<file path="src/sv/fcct_pkg.sv">
package fcct_pkg;

  // field widths
  localparam int TIME_W  = 63;
  localparam int OP_W    = 2;
  localparam int CHIP_W  = 6;
  localparam int COUNT_W = 5;
  localparam int DLY_W   = 32;

  // APB
  localparam int APB_AW  = 5;
  localparam int APB_DW  = 32;
  localparam int REG_W   = 3;

  // default sizes of the time stores
  localparam int DEF_MAX_CHANNELS = 16;
  localparam int DEF_MAX_CHIPS    = 64;

  // operation codes
  localparam logic [OP_W-1:0] OP_READ  = 2'd0;
  localparam logic [OP_W-1:0] OP_WRITE = 2'd1;
  localparam logic [OP_W-1:0] OP_ERASE = 2'd2;
  localparam logic [OP_W-1:0] OP_NONE  = 2'd3;

  // register indexes (byte address / 4)
  localparam logic [REG_W-1:0] REG_CHANNEL_COUNT = 3'd0;
  localparam logic [REG_W-1:0] REG_WRITE_XFER    = 3'd1;
  localparam logic [REG_W-1:0] REG_PROGRAM       = 3'd2;
  localparam logic [REG_W-1:0] REG_CELL_READ     = 3'd3;
  localparam logic [REG_W-1:0] REG_READ_XFER     = 3'd4;
  localparam logic [REG_W-1:0] REG_ERASE         = 3'd5;

  // reset values
  localparam logic [COUNT_W-1:0] RST_CHANNEL_COUNT = 5'd8;
  localparam logic [DLY_W-1:0]   RST_WRITE_XFER    = 32'd40000;
  localparam logic [DLY_W-1:0]   RST_PROGRAM       = 32'd800000;
  localparam logic [DLY_W-1:0]   RST_CELL_READ     = 32'd60000;
  localparam logic [DLY_W-1:0]   RST_READ_XFER     = 32'd40000;
  localparam logic [DLY_W-1:0]   RST_ERASE         = 32'd3000000;

  typedef struct packed {
    logic [COUNT_W-1:0] channel_count;
    logic [DLY_W-1:0]   wr_xfer_dly;
    logic [DLY_W-1:0]   prog_dly;
    logic [DLY_W-1:0]   cell_rd_dly;
    logic [DLY_W-1:0]   rd_xfer_dly;
    logic [DLY_W-1:0]   erase_dly;
  } cfg_t;

  typedef struct packed {
    logic clear;     // clearing sweep step
    logic accept;    // latch command, start channel remainder
    logic div_step;  // one remainder bit
    logic rd;        // read both stores
    logic calc1;     // first reservation
    logic calc2;     // second reservation
    logic wb;        // write back, form wait
    logic load_out;  // move wait into output register
  } cmd_t;

  typedef struct packed {
    logic clr_last;
    logic div_last;
  } sts_t;

endpackage

</file>
<file path="src/sv/fcct_ctrl.sv">
module fcct_ctrl (
  input  logic            clk,
  input  logic            rst,
  input  logic            in_valid,
  output logic            in_stall,
  output logic            out_valid,
  input  logic            out_stall,
  input  fcct_pkg::sts_t  sts,
  output fcct_pkg::cmd_t  cmd
);

  localparam logic [2:0] S_CLEAR = 3'd0;
  localparam logic [2:0] S_IDLE  = 3'd1;
  localparam logic [2:0] S_DIV   = 3'd2;
  localparam logic [2:0] S_READ  = 3'd3;
  localparam logic [2:0] S_CALC1 = 3'd4;
  localparam logic [2:0] S_CALC2 = 3'd5;
  localparam logic [2:0] S_WB    = 3'd6;
  localparam logic [2:0] S_OUT   = 3'd7;

  logic [2:0] state;
  logic [2:0] state_next;
  logic       out_free;

  assign in_stall = (state != S_IDLE);
  assign out_free = ~out_valid | ~out_stall;

  always_comb begin
    state_next = state;
    cmd        = '0;
    case (state)
      S_CLEAR: begin
        cmd.clear = 1'b1;
        if (sts.clr_last) state_next = S_IDLE;
      end
      S_IDLE: begin
        if (in_valid) begin
          cmd.accept = 1'b1;
          state_next = S_DIV;
        end
      end
      S_DIV: begin
        cmd.div_step = 1'b1;
        if (sts.div_last) state_next = S_READ;
      end
      S_READ: begin
        cmd.rd     = 1'b1;
        state_next = S_CALC1;
      end
      S_CALC1: begin
        cmd.calc1  = 1'b1;
        state_next = S_CALC2;
      end
      S_CALC2: begin
        cmd.calc2  = 1'b1;
        state_next = S_WB;
      end
      S_WB: begin
        cmd.wb     = 1'b1;
        state_next = S_OUT;
      end
      S_OUT: begin
        if (out_free) begin
          cmd.load_out = 1'b1;
          state_next   = S_IDLE;
        end
      end
      default: state_next = S_IDLE;
    endcase
  end

  always_ff @(posedge clk) begin
    if (rst) begin
      state     <= S_CLEAR;
      out_valid <= 1'b0;
    end else begin
      state <= state_next;
      if (cmd.load_out)
        out_valid <= 1'b1;
      else if (~out_stall)
        out_valid <= 1'b0;
    end
  end

endmodule

</file>
<file path="config.mk">
export PLATFORM = sky130hd
export DESIGN_NAME = fcct_ctrl
export DESIGN_NICKNAME = d
export VERILOG_FILES = /design/src/sv/fcct_pkg.sv /design/src/sv/fcct_ctrl.sv
export SDC_FILE = /design/constraint.sdc
export NUM_CORES = 1
export LEC_CHECK = 0
export BUFFER_PORTS_ARGS = -buffer_cell sky130_fd_sc_hd__clkbuf_2
export CORE_AREA = 2 2 39 41
export DETAILED_ROUTE_END_ITERATION = 10
export DIE_AREA = 0 0 41 43
export GPL_TIMING_DRIVEN = 0
export HOLD_SLACK_MARGIN = 0.02
export PLACE_DENSITY = 0.55
export SLEW_MARGIN = 10
export SYNTH_ARGS = -nofsm -noshare
export SYNTH_HDL_FRONTEND = slang
export SYNTH_SLANG_ARGS = --single-unit
</file>
<file path="constraint.sdc">
create_clock -name clk -period 1.3 [get_ports clk]
set_input_delay 0.195 -clock clk [delete_from_list [all_inputs] [get_ports clk]]
set_output_delay 0.195 -clock clk [all_outputs]
set_load 0.02 [all_outputs]
</file>
==> flow_summary.ini <==
[status]
status = completed

[clocking]
cts_buffers = 3
cts_tree = yes
cts_root_buffer = clkbuf_4
clock_path_buffers = 2
clk_latency_ns = 0.24
h-tree-depth = 1
clock_sink_count = 4
clk_pin_slew_worst_paths_ns = 0.04

[sta]
finalHoldViolations = 0
relSlewSlack_pct = 83.62
rsz0062_at_grt = true
hold_ws_ns = 0.1824
tightest_slew_ns = 0.2437
max_freq_ghz = 0.7729
setup_viol = 0
fin_skew_ns = 0.003582
period_share_pct = 99.52
period_needed_ns = 1.294
drv_slew = 0

[global_route]
grt_usage_pct = 11.56
grt_first_pass_wirelength_mm = 1.297
grt_max_degree = 9
grt.overflow.total = 0
antenna_found_initial = 0
grt_pass1_vias = 333

[finish]
nets = 67
final_core_util_pct = 38.97
fin_cells = 75
fill_cells = 155
syn_to_final_growth_pct = 89.03
antenna_cells = 0
layout-drive-gt1-share_pct = 77.97

[flow_run]
max-cap-violations = 0

[synthesis]
syn_avg_cell_area_um2 = 8.915
ys_seq_area_share_pct = 28.07
yosys.area_share.simple_pct = 40.35
synth.mux.area_fraction_pct = 0
ys_types = 18
ys_ff_latch = 4
netlist_instances = 32
syn-num-nets = 38
synth_compound_area_share_pct = 18.42
synth_top_family_by_area = simple AND/OR/NAND/NOR gates
synthAdderAreaFrac_pct = 0
synth_xor_area_share_pct = 0
netlist_area_um2 = 285.3
yosysWarnings = 0

[setup_path]
crit_slowest_cell = dfxtp_2
path_class = reg -> out
critPathRequiredTime_ns = 1.11
critical-path-max-stage-delay_ns = 0.32
crit_fanout = 8
arrival_ns = 1.10
crit_path_end_kind = primary output
path_cells = buf_8, nand3_2, a21oi_2, clkbuf_8
crit_path_start_kind = flop

[worst_hold_path]
min_path_type = in -> reg

[detailed_routing]
wire_per_inst_um = 10.48
drt_iter0_drc = 1
route.detailed.drc = 0
drt-pass1-iter-count = 4
antenna_left = 0
viasPerCell = 4.547
wirelength_um = 786
via_count = 341

[placement]
port_buffers = 15
dp_cells = 63
hpwl_um = 480.8
gp_congestion = 0.6736

[floorplanning]
pin_count = 16
row_count = 14
initial_utilization_pct = 20.61
fp.dieH_um = 43
fp.dieW_um = 41
core_um2 = 1384
dieArea_um2 = 1763

[pwr]
irDropWorstVdd_mv = 0.6272
power.density_nw_per_um2 = 912.6
total_power_uw = 492.1
leakagePower_uw = 0.0002475
-- cells in the mapped netlist (all sizes together) --
cell type  count  area (µm²)
dfxtp          4       80.08
nand2          4       15.01
buf            3       33.78
nor2           3       11.26
nor3           3       15.01
a21oi          2       13.76
and3           2       13.77
nand3          2       20.02
nor3b          2       15.01
a221oi         1       15.01
a311oi         1       15.01
and2           1       6.260
clkinv         1       3.750
nand2b         1       6.260
nor4           1       12.51
o21ai          1       8.760
-- final timing paths --
check | from | to | slack, ns | cells after the start
setup / recovery | state[1] | cmd[0] | 0.006 | 4
hold / removal | rst | state[0] | 0.18 | 2
setup reg to reg | state[0] | state[2] | 0.14 | 7
hold reg to reg | out_valid | out_valid | 0.51 | 2
-- through the flow --
stage / instance area [µm²] / setup slack [ns] / setup TNS (ns)
2_1_floorplan: 285.3 / 0.006706 / 0
3_3_place_gp: 380.4 / 0.1323 / 0
3_5_place_dp: 380.4 / 0.1253 / 0
4_1_cts: 521.8 / 0.004946 / 0
5_1_grt: 539.3 / -0.05844 / -0.2697
6_report: 539.3 / 0.006204 / 0
-- critical path, delay by kind of cell (launching register included) --
kind                   cells  cell delay [ns]
buffers and inverters      2             0.30
flip-flops                 1             0.32
AO/OA/AOI/OAI              1             0.15
AND/OR/NAND/NOR            1             0.09
-- kinds of logic (layout without fill, tap and decap cells) --
family	count (synthesis)	in the layout
buf+inv	4	31
flops	4	4
compound gates	5	5
simple gates	19	19
-- metal layers --
layer / part of all wire (%) / up-vias / track usage (%)
li1: - / 167 / -
met1: 41 / 158 / 11.61
met2: 49 / 16 / 17.19
met3: 9.4 / 0 / 9.424
met4: 0 / 0 / 4.000
met5: 0 / - / 0
-- final cells by class --
class,instances,area (µm²),share of cell area [%]
well taps,16,20.02,3.712
flip-flops and latches,4,83.83,15.55
inverters,1,8.758,1.624
plain buffers,3,37.54,6.961
clock buffers,3,22.52,4.176
multi-input cells,24,190.2,35.27
repair buffers,24,176.4,32.71
-- cell usage in the layout (no fill, tap or decap) --
| cell | Yosys | final |
|---|---|---|
| buf_4 | 0 | 13 |
| clkbuf_2 | 0 | 7 |
| nand2_1 | 4 | 4 |
| buf_6 | 3 | 3 |
| clkbuf_4 | 0 | 3 |
| dfxtp_2 | 0 | 3 |
| nand3_2 | 2 | 2 |
| nor3b_2 | 0 | 2 |
| nor2_1 | 3 | 2 |
| nor3_1 | 3 | 2 |
| clkbuf_8 | 0 | 2 |
| buf_8 | 0 | 1 |
| a21oi_2 | 1 | 1 |
| clkinv_4 | 0 | 1 |
| nor3_2 | 0 | 1 |
| nor2_4 | 0 | 1 |
| and3_2 | 1 | 1 |
| and3_1 | 1 | 1 |
| o21ai_2 | 1 | 1 |
| nand2b_1 | 1 | 1 |
| nor4_2 | 1 | 1 |
| a311oi_2 | 1 | 1 |
| a21oi_1 | 1 | 1 |
| and2_1 | 1 | 1 |
| a221oi_2 | 1 | 1 |
| dfxtp_1 | 4 | 1 |
| buf_2 | 0 | 1 |
-- state kept, by name, summed over array words and instances (netlist names) --
register,flops
out_valid,1
state,3
-- what timing repair did --
item / in CTS / in global routing
buffers inserted: 9 / 0
gates resized for setup: 16 / 11
hold buffers: 0 / 0
setup endpoints to repair: 7 / 8
hold endpoints to repair: 0 / 0
pin swaps: 1 / 1
-- power breakdown --
| part | internal (µW) | switching [µW] | leakage [µW] |
|---|---|---|---|
| clock | 104 | 55.2 | 0.0000138 |
| sequential | 134 | 6.07 | 0.0000338 |
| combinational | 96.5 | 96.9 | 0.000200 |
No activity file was read; power rests on OpenSTA's default activity.
