==> src/sv/fcct_pkg.sv <==
package fcct_pkg;

  // field widths
  localparam int TIME_W  = 63;
  localparam int OP_W    = 2;
  localparam int CHIP_W  = 6;
  localparam int COUNT_W = 5;
  localparam int DLY_W   = 32;

  // APB
  localparam int APB_AW  = 5;
  localparam int APB_DW  = 32;
  localparam int REG_W   = 3;

  // default sizes of the time stores
  localparam int DEF_MAX_CHANNELS = 16;
  localparam int DEF_MAX_CHIPS    = 64;

  // operation codes
  localparam logic [OP_W-1:0] OP_READ  = 2'd0;
  localparam logic [OP_W-1:0] OP_WRITE = 2'd1;
  localparam logic [OP_W-1:0] OP_ERASE = 2'd2;
  localparam logic [OP_W-1:0] OP_NONE  = 2'd3;

  // register indexes (byte address / 4)
  localparam logic [REG_W-1:0] REG_CHANNEL_COUNT = 3'd0;
  localparam logic [REG_W-1:0] REG_WRITE_XFER    = 3'd1;
  localparam logic [REG_W-1:0] REG_PROGRAM       = 3'd2;
  localparam logic [REG_W-1:0] REG_CELL_READ     = 3'd3;
  localparam logic [REG_W-1:0] REG_READ_XFER     = 3'd4;
  localparam logic [REG_W-1:0] REG_ERASE         = 3'd5;

  // reset values
  localparam logic [COUNT_W-1:0] RST_CHANNEL_COUNT = 5'd8;
  localparam logic [DLY_W-1:0]   RST_WRITE_XFER    = 32'd40000;
  localparam logic [DLY_W-1:0]   RST_PROGRAM       = 32'd800000;
  localparam logic [DLY_W-1:0]   RST_CELL_READ     = 32'd60000;
  localparam logic [DLY_W-1:0]   RST_READ_XFER     = 32'd40000;
  localparam logic [DLY_W-1:0]   RST_ERASE         = 32'd3000000;

  typedef struct packed {
    logic [COUNT_W-1:0] channel_count;
    logic [DLY_W-1:0]   wr_xfer_dly;
    logic [DLY_W-1:0]   prog_dly;
    logic [DLY_W-1:0]   cell_rd_dly;
    logic [DLY_W-1:0]   rd_xfer_dly;
    logic [DLY_W-1:0]   erase_dly;
  } cfg_t;

  typedef struct packed {
    logic clear;     // clearing sweep step
    logic accept;    // latch command, start channel remainder
    logic div_step;  // one remainder bit
    logic rd;        // read both stores
    logic calc1;     // first reservation
    logic calc2;     // second reservation
    logic wb;        // write back, form wait
    logic load_out;  // move wait into output register
  } cmd_t;

  typedef struct packed {
    logic clr_last;
    logic div_last;
  } sts_t;

endpackage

==> src/sv/fcct_regs.sv <==
module fcct_regs (
  input  logic                          clk,
  input  logic                          rst,
  input  logic                          psel,
  input  logic                          penable,
  input  logic                          pwrite,
  input  logic [fcct_pkg::APB_AW-1:0]   paddr,
  input  logic [fcct_pkg::APB_DW-1:0]   pwdata,
  output logic [fcct_pkg::APB_DW-1:0]   prdata,
  output logic                          pready,
  output fcct_pkg::cfg_t                cfg
);

  logic                         wr_en;
  logic [fcct_pkg::REG_W-1:0]   reg_sel;

  assign pready  = 1'b1;
  assign wr_en   = psel & penable & pwrite;
  assign reg_sel = paddr[fcct_pkg::APB_AW-1:2];

  always_ff @(posedge clk) begin
    if (rst) begin
      cfg.channel_count <= fcct_pkg::RST_CHANNEL_COUNT;
      cfg.wr_xfer_dly   <= fcct_pkg::RST_WRITE_XFER;
      cfg.prog_dly      <= fcct_pkg::RST_PROGRAM;
      cfg.cell_rd_dly   <= fcct_pkg::RST_CELL_READ;
      cfg.rd_xfer_dly   <= fcct_pkg::RST_READ_XFER;
      cfg.erase_dly     <= fcct_pkg::RST_ERASE;
    end else if (wr_en) begin
      case (reg_sel)
        fcct_pkg::REG_CHANNEL_COUNT:
          cfg.channel_count <= pwdata[fcct_pkg::COUNT_W-1:0];
        fcct_pkg::REG_WRITE_XFER: cfg.wr_xfer_dly <= pwdata;
        fcct_pkg::REG_PROGRAM:    cfg.prog_dly    <= pwdata;
        fcct_pkg::REG_CELL_READ:  cfg.cell_rd_dly <= pwdata;
        fcct_pkg::REG_READ_XFER:  cfg.rd_xfer_dly <= pwdata;
        fcct_pkg::REG_ERASE:      cfg.erase_dly   <= pwdata;
        default: ;
      endcase
    end
  end

  always_comb begin
    case (reg_sel)
      fcct_pkg::REG_CHANNEL_COUNT:
        prdata = {{(fcct_pkg::APB_DW-fcct_pkg::COUNT_W){1'b0}}, cfg.channel_count};
      fcct_pkg::REG_WRITE_XFER: prdata = cfg.wr_xfer_dly;
      fcct_pkg::REG_PROGRAM:    prdata = cfg.prog_dly;
      fcct_pkg::REG_CELL_READ:  prdata = cfg.cell_rd_dly;
      fcct_pkg::REG_READ_XFER:  prdata = cfg.rd_xfer_dly;
      fcct_pkg::REG_ERASE:      prdata = cfg.erase_dly;
      default:                  prdata = '0;
    endcase
  end

endmodule

==> config.mk <==
export PLATFORM = sky130hd
export DESIGN_NAME = fcct_regs
export DESIGN_NICKNAME = d
export VERILOG_FILES = /design/src/sv/fcct_pkg.sv /design/src/sv/fcct_regs.sv
export SDC_FILE = /design/constraint.sdc
export NUM_CORES = 1
export LEC_CHECK = 0
export ABC_AREA = 0
export ABC_CLOCK_PERIOD_IN_PS = 2100
export BUFFER_PORTS_ARGS = -buffer_cell sky130_fd_sc_hd__buf_2
export CORE_MARGIN = 8
export CORE_UTILIZATION = 24
export CTS_CLUSTER_SIZE = 24
export DETAILED_ROUTE_END_ITERATION = 7
export HOLD_SLACK_MARGIN = 0.03
export REMOVE_ABC_BUFFERS = 1
export SLEW_MARGIN = 25
export SYNTH_ARGS = -nofsm -noshare
export SYNTH_HDL_FRONTEND = slang
export SYNTH_SLANG_ARGS = --single-unit
==> constraint.sdc <==
create_clock -name clk -period 2.1 [get_ports clk]
set_input_delay 0.42 -clock clk [delete_from_list [all_inputs] [get_ports clk]]
set_output_delay 0.42 -clock clk [all_outputs]
set_load 0.05 [all_outputs]
==> impl_metrics.env <==
export IMPL_result_of_the_run="completed"
export IMPL_synth_top_cells_by_area="sky130_fd_sc_hd__dfxtp_1 44%, sky130_fd_sc_hd__mux2i_1 20%, sky130_fd_sc_hd__nand2b_1 9.6%"
export IMPL_htreeDepth=4
export IMPL_grtUsageTotal_pct=14.5
export IMPL_port_buffers=236
export IMPL_cpPeakStageDelay_ns=0.26
export IMPL_synth_common_cells="165 x sky130_fd_sc_hd__dfxtp_1, 150 x sky130_fd_sc_hd__mux2i_1, 116 x sky130_fd_sc_hd__nand2b_1"
export IMPL_worst_path_dominant_cell_family="buffers and inverters"
export IMPL_ant_nets=0
export IMPL_largest_reg_flops=165
export IMPL_initial_core_util_pct=24.2
export IMPL_crit_fanout=18
export IMPL_required_ns=1.68
export IMPL_number_of_rows_in_the_core_area=65
export IMPL_ir_drop_mv=0.530
export IMPL_power_frac_clock_pct=44.8
export IMPL_regMostFlops="cfg"
export IMPL_ctsLongestPathBuffers=2
export IMPL_antenna_cells=0
export IMPL_yosysWarnings=0
export IMPL_hpwlAfterDp_um=20100
export IMPL_placedInstanceArea_um2=9530
export IMPL_power_leakage_nw=4.63
export IMPL_biggestRegsByFlops="cfg x165"
export IMPL_final_min_period_over_clock_period_pct=98.0
export IMPL_timing_final_setup_violations=0
export IMPL_met3WireLength_um=1370
export IMPL_clock_root_buffer="sky130_fd_sc_hd__clkbuf_16"
export IMPL_post_synth_cell_area_avg_um2=9.57
export IMPL_ys_dominant_reg_cell="sky130_fd_sc_hd__dfxtp_1"
export IMPL_final_period_minus_worst_setup_slack_ns=2.06
export IMPL_worst_hold_slack_ns=0.248
export IMPL_clock_sinks=165
export IMPL_grt_antenna_before_repair=0
export IMPL_wire_length_of_the_first_global_routing_pass_um=43000
export IMPL_most_frequent_cell_after_synthesis="sky130_fd_sc_hd__dfxtp_1"
export IMPL_drc_errors=0
export IMPL_routabilityCongestion=0.780
export IMPL_dieWidth_um=194
export IMPL_synth_enable_flop_cells=0
export IMPL_cts_tree="built"
export IMPL_maxCapViolCount=0
export IMPL_detailed_routed_wire_length_on_met2_um=13100
export IMPL_largest_net_degree_at_the_start_of_global_routing=88
export IMPL_maxSlewViolCount=0
export IMPL_postSynthCellCount=792
export IMPL_post_synth_top_area_cell="sky130_fd_sc_hd__dfxtp_1"
export IMPL_finalWirelength_um=28200
export IMPL_dr_total_vias=6863
export IMPL_clk_insertion_delay_late_ns=0.41
export IMPL_critPathSlowestCell="sky130_fd_sc_hd__nand2b_2"
export IMPL_tritoncts_num_buffers=17
export IMPL_post_drt_wl_per_cell_um=19.6
export IMPL_worst_setup_path_start_kind="primary input"
export IMPL_pin_count=240
export IMPL_m1WireLength_um=13400
export IMPL_timing_hold_violations_final=0
export IMPL_drive_gt1_share_pct=32.5
export IMPL_finalNetCount=1064
export IMPL_critPathArrivalTime_ns=1.64
export IMPL_timing_critical_path_cells="buf_4, nand2b_2, buf_12, o2bb2ai_1, a221o_1, buf_2"
export IMPL_highest_signal_layer="met4"
export IMPL_path_class="in2out"
export IMPL_grt_overflow_total=0
export IMPL_clk_pin_slew_worst_paths_ns=0.07
export IMPL_placeableCoreArea_um2=31300
export IMPL_routed_via_density=4.78
export IMPL_asyncSetResetFlopFracSynth_pct=0
export IMPL_final_area_um2=10200
export IMPL_synth_sequential_area_ratio_pct=43.6
export IMPL_fin_worst_skew_ns=0
export IMPL_critical_path_endpoint_type="output port"
export IMPL_p_sw_share_pct=27.1
export IMPL_first_global_vias=7032
export IMPL_final_util_pct=32.6
export IMPL_synth_seq_cells=165
export IMPL_rsz0062_at_grt="no"
export IMPL_power_density_nw_per_um2=703
export IMPL_drtPass1Iterations=5
export IMPL_die_extent_in_y_um=194
export IMPL_comb_power_share_pct=11.0
export IMPL_area_delta_synth_final_pct=34.5
export IMPL_p_seq_share_pct=44.2
export IMPL_switching_pwr_mw=1.94
export IMPL_mappedNetlistArea_um2=7580
export IMPL_min_path_type="in2reg"
export IMPL_fp_dieArea_um2=37500
export IMPL_1st_iter_drt_viols=329
export IMPL_worst_path_buf_inv=3
export IMPL_max_freq_mhz=486
export IMPL_synth_top_cell_area_share_pct=43.6
export IMPL_ys_types=36
export IMPL_internal_power_mw=5.23
==> metrics by stage <==
step                      setup WS, ns  instances  total power [mW]  setup TNS (ns)
after CTS                      0.00365       1433              7.24               0
after floorplan                  -1.88        717              3.63         -110.52
after global placement         -0.0501       1402              4.01          -0.184
after detailed placement       -0.0565       1402              4.02          -0.434
after global routing           0.00120       1436              7.44               0
final                           0.0420       1436              7.17               0
==> worst paths after layout <==
| check | start | to | slack (ns) | cells after the start |
|---|---|---|---|---|
| max | paddr[3] | prdata[21] | 0.04 | 6 |
| min | pwdata[21] | cfg[21] | 0.25 | 2 |
| max reg2reg | cfg[16] | cfg[16] | 1.26 | 2 |
| min reg2reg | cfg[131] | cfg[131] | 0.48 | 2 |
==> power groups by stage <==
stage               Sequential (mW)  Combinational (mW)  Clock (mW)
floorplan                      3.32               0.314           0
global placement               3.24               0.768           0
detailed placement             3.24               0.772           0
CTS                            3.17               0.778        3.30
global route                   3.17               0.834        3.43
finish                         3.17               0.787        3.21
==> metal layers <==
layer / vias up / GRT usage [%]
met4: 0 / 3.73
met5: - / 0
li1: 3277 / -
met3: 16 / 3.23
met2: 223 / 24.0
met1: 3347 / 18.9
==> area by class of cell <==
type	instances	area (um^2)
Fill cell	3235	21100
Multi-Input combinational cell	551	3970
Sequential cell	165	3300
Timing Repair Buffer	286	1830
Tap cell	402	503
Clock buffer	19	443
Clock inverter	12	146
Inverter	1	3.75
==> cells in the final DEF (no fill, tap or decap), drive strengths merged <==
cell type  Yosys  layout
nor3b          1       1
conb           1       1
buf           37     282
a21oi         48      48
a21boi         3       3
nor3           1       1
nand3b         1       1
and2           3       3
clkinvlp       0       3
nand3         47      47
nand4          1       1
nor2          47      47
o2bb2ai       26      26
clkbuf        38      23
nor2b          2       2
a22oi          1       1
a221o         26      26
dfxtp        165     165
a221oi         1       1
a211o          3       3
mux2           7       7
mux2i        150     150
nand2         11      11
clkinv         0       3
bufinv         0       2
a31oi          1       1
o221ai         4       4
and4b          1       1
o21ai         47      47
and4           1       1
nand2b       116     116
o21a           1       1
inv            1       5
==> worst reg2reg max path: cells and delay by family (launching register included) <==
kind | cells | cell delay, ns
AO/OA/AOI/OAI | 2 | 0.40
flip-flops | 1 | 0.33
==> kinds of logic after synthesis <==
| kind of cell | share of synthesized area, % |
|---|---|
| AND/OR/NAND/NOR | 16.7 |
| flip-flops | 43.6 |
| AO/OA/AOI/OAI | 14.2 |
| multiplexers | 20.8 |
| buffers and inverters | 4.64 |
| other | 0.0495 |
==> timing repair <==
| action | 4_1_cts | 5_1_grt |
|---|---|---|
| buffers inserted | 0 | 2 |
| pin swaps | 1 | 1 |
| hold buffers | 0 | 0 |
| setup endpoints to repair | 26 | 16 |
| cloned | 0 | 1 |
| gates resized for setup | 4 | 16 |
Note: power is estimated with default switching activity, not from simulation.
